$ cat src/rtl/ctk_pkg.sv
// Shared constants, types and helper functions of the card line tokenizer.
package ctk_pkg;

   // Line and token limits.
   localparam int MAX_TOKENS  = 16;
   localparam int LINE_WIDTH  = 80;
   localparam int TOKEN_CNT_W = $clog2(MAX_TOKENS + 1);
   localparam int LINE_POS_W  = $clog2(LINE_WIDTH + 1);

   // Delimiter register layout.
   localparam int DELIM_SLOTS   = 8;
   localparam int DELIM_BYTES_W = 8 * DELIM_SLOTS;
   localparam int DELIM_COUNT_W = 4;

   // Characters with a fixed meaning.
   localparam logic [7:0] CHAR_LBRACE = 8'h7B;
   localparam logic [7:0] CHAR_RBRACE = 8'h7D;
   localparam logic [7:0] CHAR_SQUOTE = 8'h27;
   localparam logic [7:0] CHAR_DQUOTE = 8'h22;

   // Configuration register indexes.
   localparam logic CSR_DELIM_BYTES = 1'b0;
   localparam logic CSR_DELIM_COUNT = 1'b1;

   typedef enum logic [1:0] {
      KIND_CHAR = 2'd0,
      KIND_END  = 2'd1,
      KIND_LINE = 2'd2
   } kind_type;

   typedef struct packed {
      kind_type    kind;
      logic [3:0]  token_number;
      logic [6:0]  char_offset;
      logic [7:0]  char_out;
      logic [4:0]  token_total;
   } result_type;

   // Low four bits of a token counter value.
   function automatic logic [3:0] tok_of(input logic [TOKEN_CNT_W-1:0] v);
      logic [TOKEN_CNT_W+3:0] w;
      w = {4'b0, v};
      return w[3:0];
   endfunction

   // Low five bits of a token counter value.
   function automatic logic [4:0] total_of(input logic [TOKEN_CNT_W-1:0] v);
      logic [TOKEN_CNT_W+4:0] w;
      w = {5'b0, v};
      return w[4:0];
   endfunction

endpackage

$ cat src/rtl/card_line_tokenizer.sv
// Top level of the card line tokenizer: scan state, result buffer and output drain.
//
//   channel | direction | handshake                | payload
//   req     | in        | req_valid / req_stall    | req_char_in, req_line_last
//   rsp     | out       | rsp_valid / rsp_stall    | kind, token, offset, char, total, last
//   csr     | in        | csr_write_enable         | csr_index, csr_write_data
//
// Each accepted word is scanned in the cycle it is accepted and yields zero to three
// results, loaded into a three-entry result buffer that drains one result per cycle
// while rsp is not stalled. A new word is taken in the same cycle the last buffered
// result leaves. Reset (synchronous, active high) clears the scan state and the buffer
// and loads the default delimiter set. A stall on rsp holds the buffer; req stalls
// while anything but a leaving last result is pending.
module card_line_tokenizer
   import ctk_pkg::*;
(
   input  logic                     clock,
   input  logic                     reset,
   // Input words.
   input  logic                     req_valid,
   output logic                     req_stall,
   input  logic [7:0]               req_char_in,
   input  logic                     req_line_last,
   // Result words.
   output logic                     rsp_valid,
   input  logic                     rsp_stall,
   output logic [1:0]               rsp_result_kind,
   output logic [3:0]               rsp_token_number,
   output logic [6:0]               rsp_char_offset,
   output logic [7:0]               rsp_char_out,
   output logic [4:0]               rsp_token_total,
   output logic                     rsp_result_last,
   // Configuration writes.
   input  logic                     csr_write_enable,
   input  logic                     csr_index,
   input  logic [DELIM_BYTES_W-1:0] csr_write_data
);

   typedef enum logic [1:0] {
      MODE_BETWEEN,
      MODE_WORD,
      MODE_QUOTE,
      MODE_COMMENT
   } mode_type;

   // Configuration registers.
   logic [DELIM_BYTES_W-1:0] delim_bytes_ff;
   logic [DELIM_COUNT_W-1:0] delim_count_ff;

   // Scan state and its next values.
   mode_type                 mode_ff, mode_in;
   logic                     quote_dq_ff, quote_dq_in;
   logic [TOKEN_CNT_W-1:0]   tok_cnt_ff, tok_cnt_in;
   logic [6:0]               offset_ff, offset_in;
   logic [LINE_POS_W-1:0]    line_pos_ff, line_pos_in;

   // Result buffer: entry zero is the one on the output.
   result_type               buf_ff [3];
   logic [1:0]               buf_cnt_ff;
   result_type               new_res [3];
   logic [1:0]               new_cnt;

   logic                     req_take;
   logic                     rsp_take;
   logic                     delim_hit;
   logic [DELIM_SLOTS-1:0]   delim_match;
   logic [3:0]               delim_used;

   assign rsp_valid = buf_cnt_ff != 2'd0;
   assign rsp_take  = rsp_valid && !rsp_stall;
   // Stall while results other than the one leaving now are still buffered.
   assign req_stall = (buf_cnt_ff > 2'd1) || (buf_cnt_ff == 2'd1 && rsp_stall);
   assign req_take  = req_valid && !req_stall;

   assign rsp_result_kind  = buf_ff[0].kind;
   assign rsp_token_number = buf_ff[0].token_number;
   assign rsp_char_offset  = buf_ff[0].char_offset;
   assign rsp_char_out     = buf_ff[0].char_out;
   assign rsp_token_total  = buf_ff[0].token_total;
   assign rsp_result_last  = buf_cnt_ff == 2'd1;

   // A delimiter count above eight uses all eight bytes.
   assign delim_used = (delim_count_ff > 4'd8) ? 4'd8 : delim_count_ff;

   // All delimiter slots are compared in parallel.
   always_comb begin
      for (int i = 0; i < DELIM_SLOTS; i++) begin
         delim_match[i] = (delim_bytes_ff[8*i +: 8] == req_char_in) &&
                          (4'(i) < delim_used);
      end
   end
   assign delim_hit = |delim_match;

   // Scan one character and collect the results it causes, in order.
   always_comb begin
      logic                   is_quote;
      logic                   in_range;
      logic                   token_full;
      logic                   close_quote;
      logic [6:0]             offset_inc;
      logic [TOKEN_CNT_W-1:0] tok_prev;
      logic [TOKEN_CNT_W-1:0] tok_open;
      logic                   scan_hit;
      result_type             scan_res;
      result_type             end_res;
      result_type             line_res;
      logic                   open_at_end;

      is_quote    = (req_char_in == CHAR_SQUOTE) || (req_char_in == CHAR_DQUOTE);
      in_range    = line_pos_ff < LINE_POS_W'(LINE_WIDTH);
      token_full  = tok_cnt_ff >= TOKEN_CNT_W'(MAX_TOKENS);
      close_quote = req_char_in == (quote_dq_ff ? CHAR_DQUOTE : CHAR_SQUOTE);
      offset_inc  = (offset_ff == 7'd127) ? offset_ff : offset_ff + 7'd1;
      tok_prev    = tok_cnt_ff - TOKEN_CNT_W'(1);
      scan_hit    = 1'b0;
      scan_res    = '0;

      mode_in     = mode_ff;
      quote_dq_in = quote_dq_ff;
      tok_cnt_in  = tok_cnt_ff;
      offset_in   = offset_ff;
      line_pos_in = line_pos_ff;

      if (in_range) begin
         line_pos_in = line_pos_ff + LINE_POS_W'(1);
         case (mode_ff)
            MODE_BETWEEN: begin
               if (!token_full) begin
                  if (req_char_in == CHAR_LBRACE) begin
                     mode_in = MODE_COMMENT;
                  end else if (is_quote) begin
                     tok_cnt_in  = tok_cnt_ff + TOKEN_CNT_W'(1);
                     mode_in     = MODE_QUOTE;
                     quote_dq_in = req_char_in == CHAR_DQUOTE;
                     offset_in   = 7'd0;
                  end else if (!delim_hit) begin
                     tok_cnt_in = tok_cnt_ff + TOKEN_CNT_W'(1);
                     mode_in    = MODE_WORD;
                     offset_in  = 7'd1;
                     scan_hit   = 1'b1;
                     scan_res   = '{KIND_CHAR, tok_of(tok_cnt_ff), 7'd0, req_char_in, 5'd0};
                  end
               end
            end
            MODE_WORD: begin
               if (delim_hit || is_quote || req_char_in == CHAR_LBRACE) begin
                  // The token ends; a non-delimiter brace, or quote below the token limit, opens its own section.
                  scan_hit  = 1'b1;
                  scan_res  = '{KIND_END, tok_of(tok_prev), offset_ff, 8'd0, 5'd0};
                  mode_in   = MODE_BETWEEN;
                  offset_in = 7'd0;
                  if (!delim_hit) begin
                     if (req_char_in == CHAR_LBRACE) begin
                        mode_in = MODE_COMMENT;
                     end else if (!token_full) begin
                        tok_cnt_in  = tok_cnt_ff + TOKEN_CNT_W'(1);
                        mode_in     = MODE_QUOTE;
                        quote_dq_in = req_char_in == CHAR_DQUOTE;
                     end
                  end
               end else begin
                  scan_hit  = 1'b1;
                  scan_res  = '{KIND_CHAR, tok_of(tok_prev), offset_ff, req_char_in, 5'd0};
                  offset_in = offset_inc;
               end
            end
            MODE_QUOTE: begin
               scan_hit = 1'b1;
               if (close_quote) begin
                  scan_res  = '{KIND_END, tok_of(tok_prev), offset_ff, 8'd0, 5'd0};
                  mode_in   = MODE_BETWEEN;
                  offset_in = 7'd0;
               end else begin
                  scan_res  = '{KIND_CHAR, tok_of(tok_prev), offset_ff, req_char_in, 5'd0};
                  offset_in = offset_inc;
               end
            end
            default: begin
               if (req_char_in == CHAR_RBRACE) begin
                  mode_in = MODE_BETWEEN;
               end
            end
         endcase
      end

      // End of line: close an open token, report the count, clear the state.
      open_at_end = (mode_in == MODE_WORD) || (mode_in == MODE_QUOTE);
      tok_open    = tok_cnt_in - TOKEN_CNT_W'(1);
      end_res     = '{KIND_END, tok_of(tok_open), offset_in, 8'd0, 5'd0};
      line_res    = '{KIND_LINE, 4'd0, 7'd0, 8'd0, total_of(tok_cnt_in)};

      new_res[0] = '0;
      new_res[1] = '0;
      new_res[2] = '0;
      new_cnt    = 2'd0;
      if (scan_hit) begin
         new_res[new_cnt] = scan_res;
         new_cnt          = new_cnt + 2'd1;
      end
      if (req_line_last) begin
         if (open_at_end) begin
            new_res[new_cnt] = end_res;
            new_cnt          = new_cnt + 2'd1;
         end
         new_res[new_cnt] = line_res;
         new_cnt          = new_cnt + 2'd1;
         mode_in     = MODE_BETWEEN;
         quote_dq_in = 1'b0;
         tok_cnt_in  = '0;
         offset_in   = 7'd0;
         line_pos_in = '0;
      end
   end

   always_ff @(posedge clock) begin
      if (reset) begin
         delim_bytes_ff <= DELIM_BYTES_W'(64'd2894124);
         delim_count_ff <= 4'd3;
         mode_ff        <= MODE_BETWEEN;
         quote_dq_ff    <= 1'b0;
         tok_cnt_ff     <= '0;
         offset_ff      <= 7'd0;
         line_pos_ff    <= '0;
         buf_cnt_ff     <= 2'd0;
      end else begin
         if (csr_write_enable) begin
            case (csr_index)
               CSR_DELIM_BYTES: delim_bytes_ff <= csr_write_data;
               CSR_DELIM_COUNT: delim_count_ff <= csr_write_data[DELIM_COUNT_W-1:0];
               default: begin
               end
            endcase
         end
         if (req_take) begin
            mode_ff     <= mode_in;
            quote_dq_ff <= quote_dq_in;
            tok_cnt_ff  <= tok_cnt_in;
            offset_ff   <= offset_in;
            line_pos_ff <= line_pos_in;
            buf_cnt_ff  <= new_cnt;
         end else if (rsp_take) begin
            buf_cnt_ff <= buf_cnt_ff - 2'd1;
         end
      end
      // Buffer payload carries no reset.
      if (req_take) begin
         buf_ff[0] <= new_res[0];
         buf_ff[1] <= new_res[1];
         buf_ff[2] <= new_res[2];
      end else if (rsp_take) begin
         buf_ff[0] <= buf_ff[1];
         buf_ff[1] <= buf_ff[2];
      end
   end

   // A line end always leaves the scan state cleared.
   a_line_clears: assert property (@(posedge clock) disable iff (reset)
      req_take && req_line_last |=> mode_ff == MODE_BETWEEN && tok_cnt_ff == '0 &&
         line_pos_ff == '0 && offset_ff == 7'd0)
      else $error("scan state not cleared after line end");

   // The end-of-line result is always the last one caused by its word.
   a_line_is_last: assert property (@(posedge clock) disable iff (reset)
      rsp_valid && rsp_result_kind == KIND_LINE |-> rsp_result_last)
      else $error("end-of-line result not marked last");

   // Input is only held back while results are pending.
   a_stall_cause: assert property (@(posedge clock) disable iff (reset)
      req_stall |-> rsp_valid)
      else $error("input stalled with empty result buffer");

   // An open token always has a token number behind it.
   a_open_has_token: assert property (@(posedge clock) disable iff (reset)
      mode_ff == MODE_WORD || mode_ff == MODE_QUOTE |-> tok_cnt_ff != '0)
      else $error("open token without a token count");

endmodule

$ cat config.mk
export PLATFORM = sky130hd
export DESIGN_NAME = card_line_tokenizer
export DESIGN_NICKNAME = d
export VERILOG_FILES = /design/src/rtl/ctk_pkg.sv /design/src/rtl/card_line_tokenizer.sv
export SDC_FILE = /design/constraint.sdc
export NUM_CORES = 1
export LEC_CHECK = 0
export ABC_AREA = 1
export BUFFER_PORTS_ARGS = -buffer_cell sky130_fd_sc_hd__buf_4
export CORE_MARGIN = 2
export CORE_UTILIZATION = 55
export DETAILED_ROUTE_END_ITERATION = 6
export PLACE_DENSITY = 0.89
export SKIP_CTS_REPAIR_TIMING = 1
export SLEW_MARGIN = 10
export SYNTH_ARGS = -nofsm -noshare
export SYNTH_HDL_FRONTEND = slang
export SYNTH_SLANG_ARGS = --single-unit
$ cat constraint.sdc
create_clock -name clock -period 5.2 [get_ports clock]
set_input_delay 0.52 -clock clock [delete_from_list [all_inputs] [get_ports clock]]
set_output_delay 0.52 -clock clock [all_outputs]
set_load 0.1 [all_outputs]
==> results of run 1 <==
## logic make-up (layout without fill, tap and decap cells)
kind of cell | Yosys count | in the layout | share of synthesized area
AOI/OAI and AO/OA | 210 | 210 | 0.1421
xor gates and xnor gates | 23 | 23 | 0.02516
adders and majority gates | 16 | 16 | 0.02500
buffers and inverters | 203 | 280 | 0.1186
DFF | 142 | 142 | 0.4176
and+or+nand+nor | 521 | 521 | 0.2716
## cell usage after synthesis (all sizes together) (5+ instances only)
master    n
o211ai    9
a31oi     8
o21ai   105
buf      42
xor2      9
edfxtp   50
nor3     13
nor3b     5
a21oi    74
ha       16
nand4    10
nand3    54
nor2    128
clkbuf   27
xnor2    14
o22ai     6
inv     132
nand2   311
dfxtp    92
## worst max-delay path, delay by kind of cell, from the launching register on
family | cells | cell delay (ns)
AND/OR/NAND/NOR | 5 | 1.15
flip-flops | 1 | 0.31
buffers and inverters | 4 | 1.45
AO/OA/AOI/OAI | 2 | 0.50
adder cells (fa/ha/maj) | 1 | 0.24
## registers in the layout, indices dropped and copies added (netlist names)
| signal | cells |
|---|---|
| delim_bytes_ff | 64 |
| buf_ff | 50 |
| line_pos_ff | 7 |
| offset_ff | 7 |
| tok_cnt_ff | 5 |
| delim_count_ff | 4 |
| buf_cnt_ff | 2 |
| mode_ff | 2 |
| quote_dq_ff | 1 |
## placed cells by master, fill, tap and decap left out, types with 4 or more instances in the layout
cell                        synthesis  final
sky130_fd_sc_hd__nor3b_1            5      5
sky130_fd_sc_hd__nor3_1            13     13
sky130_fd_sc_hd__a31oi_1            8      8
sky130_fd_sc_hd__edfxtp_1          50     50
sky130_fd_sc_hd__nand4_1           10     10
sky130_fd_sc_hd__o21ai_0           93     91
sky130_fd_sc_hd__o22ai_1            6      6
sky130_fd_sc_hd__ha_1              16     16
sky130_fd_sc_hd__o211ai_1           9      9
sky130_fd_sc_hd__o2111ai_1          4      4
sky130_fd_sc_hd__clkbuf_16          0     19
sky130_fd_sc_hd__inv_2              6      7
sky130_fd_sc_hd__xnor2_1           14     14
sky130_fd_sc_hd__xor2_1             9      9
sky130_fd_sc_hd__nand2_1          308    308
sky130_fd_sc_hd__dfxtp_1           92     92
sky130_fd_sc_hd__nand3_1           53     53
sky130_fd_sc_hd__buf_4             34    114
sky130_fd_sc_hd__nor2_2             5      6
sky130_fd_sc_hd__a21oi_1           73     73
sky130_fd_sc_hd__o21ai_1           10     10
sky130_fd_sc_hd__inv_1            123    122
sky130_fd_sc_hd__nor2_1           120    119
## report_power, final
| group | leakage [nW] | total, mW | internal (mW) | switching (mW) |
|---|---|---|---|---|
| sequential | 1.27 | 1.43 | 1.35 | 0.0737 |
| clock | 0.303 | 1.27 | 0.770 | 0.496 |
| combinational | 2.64 | 1.27 | 0.296 | 0.978 |
## worst max path at each step
stage / start / endpoint
6_report: buf_cnt_ff[1] / buf_ff[0][7]
5_1_grt: buf_cnt_ff[1] / buf_ff[0][39]
4_1_cts: buf_cnt_ff[1] / buf_ff[0][7]
3_5_place_dp: req_char_in[6] / buf_ff[0][43]
3_3_place_gp: rsp_stall / buf_ff[0][7]
2_1_floorplan: buf_cnt_ff[1] / buf_cnt_ff[0]
## per-layer routing
layer,vias to the layer above,share of wire,GRT usage
met4,0,0.024,0.1058
met2,378,0.46,0.4474
met5,-,0,0
met1,3362,0.43,0.3800
met3,45,0.083,0.05369
li1,3708,-,-
## layout make-up
class	count	share of cell area
flip-flops and latches	142	0.3600
clock buffers	21	0.05214
inverters	134	0.05524
multi-input cells	770	0.4018
repair buffers	114	0.09216
clock inverters	11	0.01388
well taps	184	0.02479
==> results list, run 1 <==
- Wirelength per Cell: roughly 16 um
* Maximum net fanout on the critical path: 27
* Mapped cell area: 8006 sq um
- The synthesized design contains 142 register bits.
- Synthesis produced 1115 cells.
- The worst setup path is captured at a flip-flop.
- The count of buffers added on input and output ports is between 100 and 150.
- Summed over all cells, the static leakage comes to 4.209 nW.
- Area of the multi-input gates: 3731 sq um
- Clock latency on the worst-skew pair, taken at its later pin, is 0.43 ns.
* Critical path's largest stage delay: roughly 0.66 ns
* Syn Area/Cell: 7.181 sq um
- Post-detailed-placement cell area: slightly below 9000 sq um
* Synthesized Nets: 1210
- The worst-case IR drop observed on VDD is 0.2488 mV.
* Clock sink count: 142
- Critical register-to-register path startpoint: buf_cnt_ff[1]
- The share of synthesized area in the top cell type comes to 0.2300.
* Net count reported at finish: 1274
* Hold slack final: 0.2972 ns
* Count of unique library cells instantiated by Yosys: 40
* Destination of the worst hold path: delim_count_ff[0]
- Setup Crit Path Kind: reg -> reg
- The initial antenna violation count came to 0.
- Pwr Density: 427.4 nW/um^2
- The critical path goes through inv_1 -> ha_1 -> nand2_1 -> o21ai_2 -> nor2_1 -> buf_4 -> clkinv_1 -> nand2_1 -> clkinv_1 -> a21oi_1 -> nand2_1 -> nor3_1.
- Final standard cell utilization of the core: 0.6463
* Clock Pin Slew Worst Setup and Hold Paths: ~0.06 ns
- Worst slew margin relative to its limit: 0.3038
- The share of the Yosys chip area taken by registers is 0.4176.
- Fin worst setup slack: ~1.4 ns
- The routed design could run at a clock period as short as 3.833 ns.
* Number of cells traversed by the worst hold path: 3
* Number of buffers created by CTS: 17
- Among the stages of the critical path, the cell type that occurs most often is sky130_fd_sc_hd__nand2_1.
* Area contributors post-synth: sky130_fd_sc_hd__dfxtp_1, sky130_fd_sc_hd__edfxtp_1, sky130_fd_sc_hd__nand2_1
* Maximum number of pins on one net before global-route repair: 70
- Yosys warns: 0
* Wire length of the first global-routing pass: 35050 um
- Worst Skew: 0.009031 ns
* Total Wirelength: approximately 22000 um
* Final cell count without fillers: around 1.4k
* Worst R2R Setup Slack: 1.37 ns
- In this run the core area contains between 40 and 50 standard-cell rows.
* Outcome: completed
* Vias in the first global route: ~7.0k
- The die covers 15540 sq um.
- Vertical extent of the die: roughly 120 um
* Max Cap Viol: 0
- Iteration-0 DRC count of the detailed router: 763
- CTS built an H-tree with a depth of 4.
* TNS Setup: 0 ns
* Final cycle utilization of the critical path: 0.7371
- Final Slew Violations: 0
- Derived from the worst setup path, the maximum achievable clock frequency is around 260 MHz.
* Die extent in x: 124.7 um
* Fraction of layout instances using a drive strength above 1: 0.1451
* Worst slack after detailed placement: roughly 1.4 ns
- Before antenna repair, the detailed router went through 6 iterations.
- In the routed design, unresolved DRC markers number 0.
- For the pin with the worst max-slew slack, the measured transition is 1.040 ns.
- Number of cells on the worst reg-to-reg path: 12
- Total global routing track utilization: 0.2805
- Total number of vias: 7493
- Leading area contributor after synthesis: sky130_fd_sc_hd__dfxtp_1
- The filler cells instantiated in the layout total 1230.
- On the critical path, the stage with the largest delay is an instance of sky130_fd_sc_hd__clkinv_1.
* Required @ worst endpoint: 5.44 ns
- Setup repair after global routing left no endpoint under its margin.
- Endpoints failing setup: 0
- RePlAce Congestion: ~0.99
- The final hold violation count was 0.
* Post-synth ARST share: 0
- Number of synthesized flops with an enable pin: 50
* Synthesis-to-finish area growth: 15.99%
- Combined flip-flop and latch cell area: 3343 sq um
* Initial Utilization: 0.5572
- In the synthesized netlist the dominant register cell turns out to be sky130_fd_sc_hd__dfxtp_1.
* Dpl cells: 1344
* I/O Pins: 108
- Final ANT Viol Nets: 0
- Critical R2R Capture: buf_ff[0][7]
* Power after layout: 3.969 mW
- Buffer levels on the longest clock path: 2
- Average via count per standard cell: 5.445
* Core area: 14370 sq um
- TritonCTS built the clock tree.
- At the worst endpoint, the arrival time is 4.07 ns.
* Kind of start point of the critical path: flip-flop
* Fin area: 9286 sq um
- The cell sitting at the root of the clock tree is a sky130_fd_sc_hd__clkbuf_16.
* Post-DP HPWL: 15380 um
- In this run the worst hold path is classified as in -> reg.
- Start point of the worst min-delay path: csr_write_data[0]
- The repair_antennas step left the layout with diodes totalling 0.
* Leftover overflow at the end of global routing: 0
Note: power is estimated with default switching activity, not from simulation.
==> inputs of run 2 (changes only) <==
--- a/config.mk
+++ b/config.mk
@@ -8,7 +8,7 @@
 export ABC_AREA = 1
 export BUFFER_PORTS_ARGS = -buffer_cell sky130_fd_sc_hd__buf_4
 export CORE_MARGIN = 2
-export CORE_UTILIZATION = 55
+export CORE_UTILIZATION = 53
 export DETAILED_ROUTE_END_ITERATION = 6
 export PLACE_DENSITY = 0.89
 export SKIP_CTS_REPAIR_TIMING = 1
==> constraint.sdc (replaced) <==
create_clock -name clock -period 3.1 [get_ports clock]
set_input_delay 0.31 -clock clock [delete_from_list [all_inputs] [get_ports clock]]
set_output_delay 0.31 -clock clock [all_outputs]
set_load 0.1 [all_outputs]
==> results list, run 2 (synthesis results as in run 1) <==
- Commonest non-fill, non-tap cell in the layout: sky130_fd_sc_hd__nand2_1
- The worst ir drop on vdd was 0.4334 mV (+74%).
* Number of antenna violations at the first check in global routing: 0 (unchanged)
* Detailed-route DRC error count: 0 (unchanged)
- Power after layout: 6.759 mW (+70%)
- Leftover overflow at the end of global routing: 0 (unchanged)
* Required @ worst endpoint: 3.37 ns (-2.07 ns)
- The global-route wire length before repair is 35430 um (+1.1%).
- Vertical extent of the die: 126.9 um (+1.8%)
- The run finished with clean final reports.
* Number of buffers created by CTS: 17 (unchanged)
* Pwr Density: 695.9 nW/um^2 (+63%)
- Number of cells on the worst reg-to-reg path: 21 (+9)
- Standard-cell rows: 44 (unchanged)
- RePlAce Congestion: 0.9713 (-1.8%)
- Clock Pin Slew Worst Setup and Hold Paths: 0.06 ns (about the same)
- Flip-flop count of the largest register after layout: 64 (unchanged)
* Max Cap Viol: 0 (unchanged)
* Master cell of the clock root buffer: sky130_fd_sc_hd__clkbuf_16
- Setup repair after global routing could not meet its margin everywhere.
- Clock sink count: 142 (unchanged)
* Final cell count without fillers: 1413 (+2.7%)
* Critical path's largest stage delay: 0.32 ns (-0.34 ns)
- The final setup slack of the worst path came to 0.1217 ns (-1.245 ns).
* Antenna Cells: 0 (unchanged)
* Total number of vias: 7803 (+4.1%)
- Register containing the most flip-flops in the final layout: delim_bytes_ff
- Fraction of layout instances using a drive strength above 1: 0.1888 (+0.04364)
- Commonest cells after routing, fill and taps aside: sky130_fd_sc_hd__nand2_1, sky130_fd_sc_hd__buf_4, sky130_fd_sc_hd__inv_1, sky130_fd_sc_hd__nor2_1, sky130_fd_sc_hd__dfxtp_1
- The final-layout worst hold slack was 0.08823 ns (-0.2090 ns).
- The number of nets in the layout is 1311 (+2.9%).
- In the final layout, the registers with the most flip-flops are delim_bytes_ff (64), buf_ff (50).
* Final ANT Viol Nets: 0 (unchanged)
* Clock latency on the worst-skew pair: 0.43 ns (about the same)
- The pin count of the biggest net entering global routing came to 69 (-1.4%).
- The total wire length was 22070 um (+2.3%).
- Vias in the first global route: 7439 (+6.1%)
- The area enclosed by the die boundary was 16110 sq um (+3.7%).
- The max-slew headroom at the worst pin came to 0.4063 (+0.1025).
- Worst Skew: 0.01304 ns (+0.004013 ns)
- Synthesis-to-finish area growth: 21.30%
- Data arrival time of the critical path: 3.25 ns (-0.82 ns)
* Initial Utilization: 0.5467 (-0.01047)
- In this run the most critical hold path is launched from csr_write_data[18].
* Depth of the CTS H-tree: 4 (unchanged)
* Worst-Margin Slew: 0.8872 ns (-0.1533 ns)
- Destination of the worst hold path: delim_bytes_ff[18]
* Worst R2R Setup Slack: 0.12 ns (-1.25 ns)
- Combined flip-flop and latch cell area: 3344 sq um (about the same)
* Core area: 14640 sq um (+1.9%)
* Area of the multi-input gates: 3851 sq um (+3.2%)
- The number of fill cells came to 1190 (-3.3%).
* Drt pass-1 iters: 6 (unchanged)
* Worst slack after detailed placement: -0.1675 ns (-1.583 ns)
* Minimum clock period: 2.978 ns (-0.8547 ns)
* Achievable Freq: 335.8 MHz (+29%)
* Critical R2R Capture: buf_ff[0][28]
- TritonCTS clock tree: done
* Critical register-to-register path startpoint: delim_count_ff[2]
- Critical Path End Type: flip-flop
- Final Slew Violations: 0 (unchanged)
* Setup Crit Path Kind: reg -> reg
- Buffer levels on the longest clock path: 2 (unchanged)
- Pleak: 4.413 nW (+4.9%)
- The width of the die is 126.9 um (+1.8%).
- The HPWL after detailed placement was 15260 um (-0.76%).
- The DRC marker count from the first detailed-route iteration was 678 (-11%).
- Endpoints failing setup: 0 (unchanged)
- The instance count after placement with tap cells included was 1375 (+2.3%).
- Final hold violation count: 0 (unchanged)
- I/O Pins: 108 (unchanged)
- Number of I/O port buffers: 107 (unchanged)
- Wirelength per Cell: 15.62 um (-0.38%)
- Cell Chain, Critical Path: buf_4 -> nor2_8 -> nand2_2 -> nand3_1 -> nor2_1 -> nand3_1 -> nand2_2 -> nor2_4 -> nand2_4 -> inv_6 -> o2111ai_1 -> nand2_1 -> nand2_1 -> nand2_1 -> nand3_1 -> nand2_2 -> inv_2 -> ha_4 -> buf_4 -> nand3_2 -> o21ai_0
- The critical-path maximum fanout is 8 (-70%).
- The worst setup path is launched from a flip-flop.
- Final cycle utilization of the critical path: 0.9607 (+0.2236)
- Hold Path Class: in -> reg
- Total global routing track utilization: 0.2736 (-0.006859)
- The summed negative setup slack over all endpoints was 0 ns (unchanged).
- Critical-path top delay cell: sky130_fd_sc_hd__dfxtp_1
* Number of cells traversed by the worst hold path: 3 (unchanged)
- Average via count per standard cell: 5.522 (+1.4%)
run 2: cell count changes in the layout (fill, tap and decap cells not counted), sizes merged:
| cell | previous run | this run |
|---|---|---|
| clkinvlp | 1 | 0 |
| clkbuf | 21 | 23 |
| inv | 135 | 134 |
| buf | 114 | 151 |
run 2: per-layer routing:
| metal | GRT usage | routed length (um) | vias up |
|---|---|---|---|
| met5 | 0 | 0 | - |
| met4 | 0.1196 | 742 | 0 |
| met3 | 0.06242 | 2026 | 69 |
| met2 | 0.4428 | 10360 | 406 |
| met1 | 0.3522 | 8943 | 3550 |
| li1 | - | - | 3778 |
run 2: area by class of cell:
cell class | instances | share of cell area
Multi-Input combinational cell | 770 | 0.3965
Sequential cell | 142 | 0.3444
Timing Repair Buffer | 151 | 0.1211
Inverter | 134 | 0.05282
Clock buffer | 23 | 0.05037
Tap cell | 184 | 0.02371
Clock inverter | 9 | 0.01108
run 2: worst max-delay path, delay by kind of cell, from the launching register on:
family	cells	cell delay (ns)
buffers and inverters	4	0.46
AND/OR/NAND/NOR	14	1.40
flip-flops	1	0.32
adder cells (fa/ha/maj)	1	0.30
AO/OA/AOI/OAI	2	0.32
run 2: power by group:
part,internal (mW),switching [mW]
sequential,2.27,0.120
combinational,0.592,1.70
clock,1.28,0.795
total,4.14,2.62
run 2: worst max-delay path by stage:
stage                            startpoint             to  slack [ns]
final                     delim_count_ff[2]  buf_ff[0][28]        0.12
after global routing      delim_count_ff[2]  buf_ff[0][49]       -0.08
after CTS                 delim_count_ff[3]   buf_ff[0][5]      -0.005
after detailed placement     req_char_in[2]   buf_ff[0][5]       -0.17
after global placement       req_char_in[0]  buf_ff[0][43]       -0.05
after floorplan               buf_cnt_ff[1]  buf_ff[0][10]        0.02
run 2: stage by stage:
| stage | cell area, sq um | utilization |
|---|---|---|
| after CTS | 9555 | 0.6525 |
| after global placement | 8959 | 0.6118 |
| after global routing | 9712 | 0.6632 |
| final | 9712 | 0.6632 |
| after floorplan | 8036 | - |
| after detailed placement | 8959 | 0.6118 |
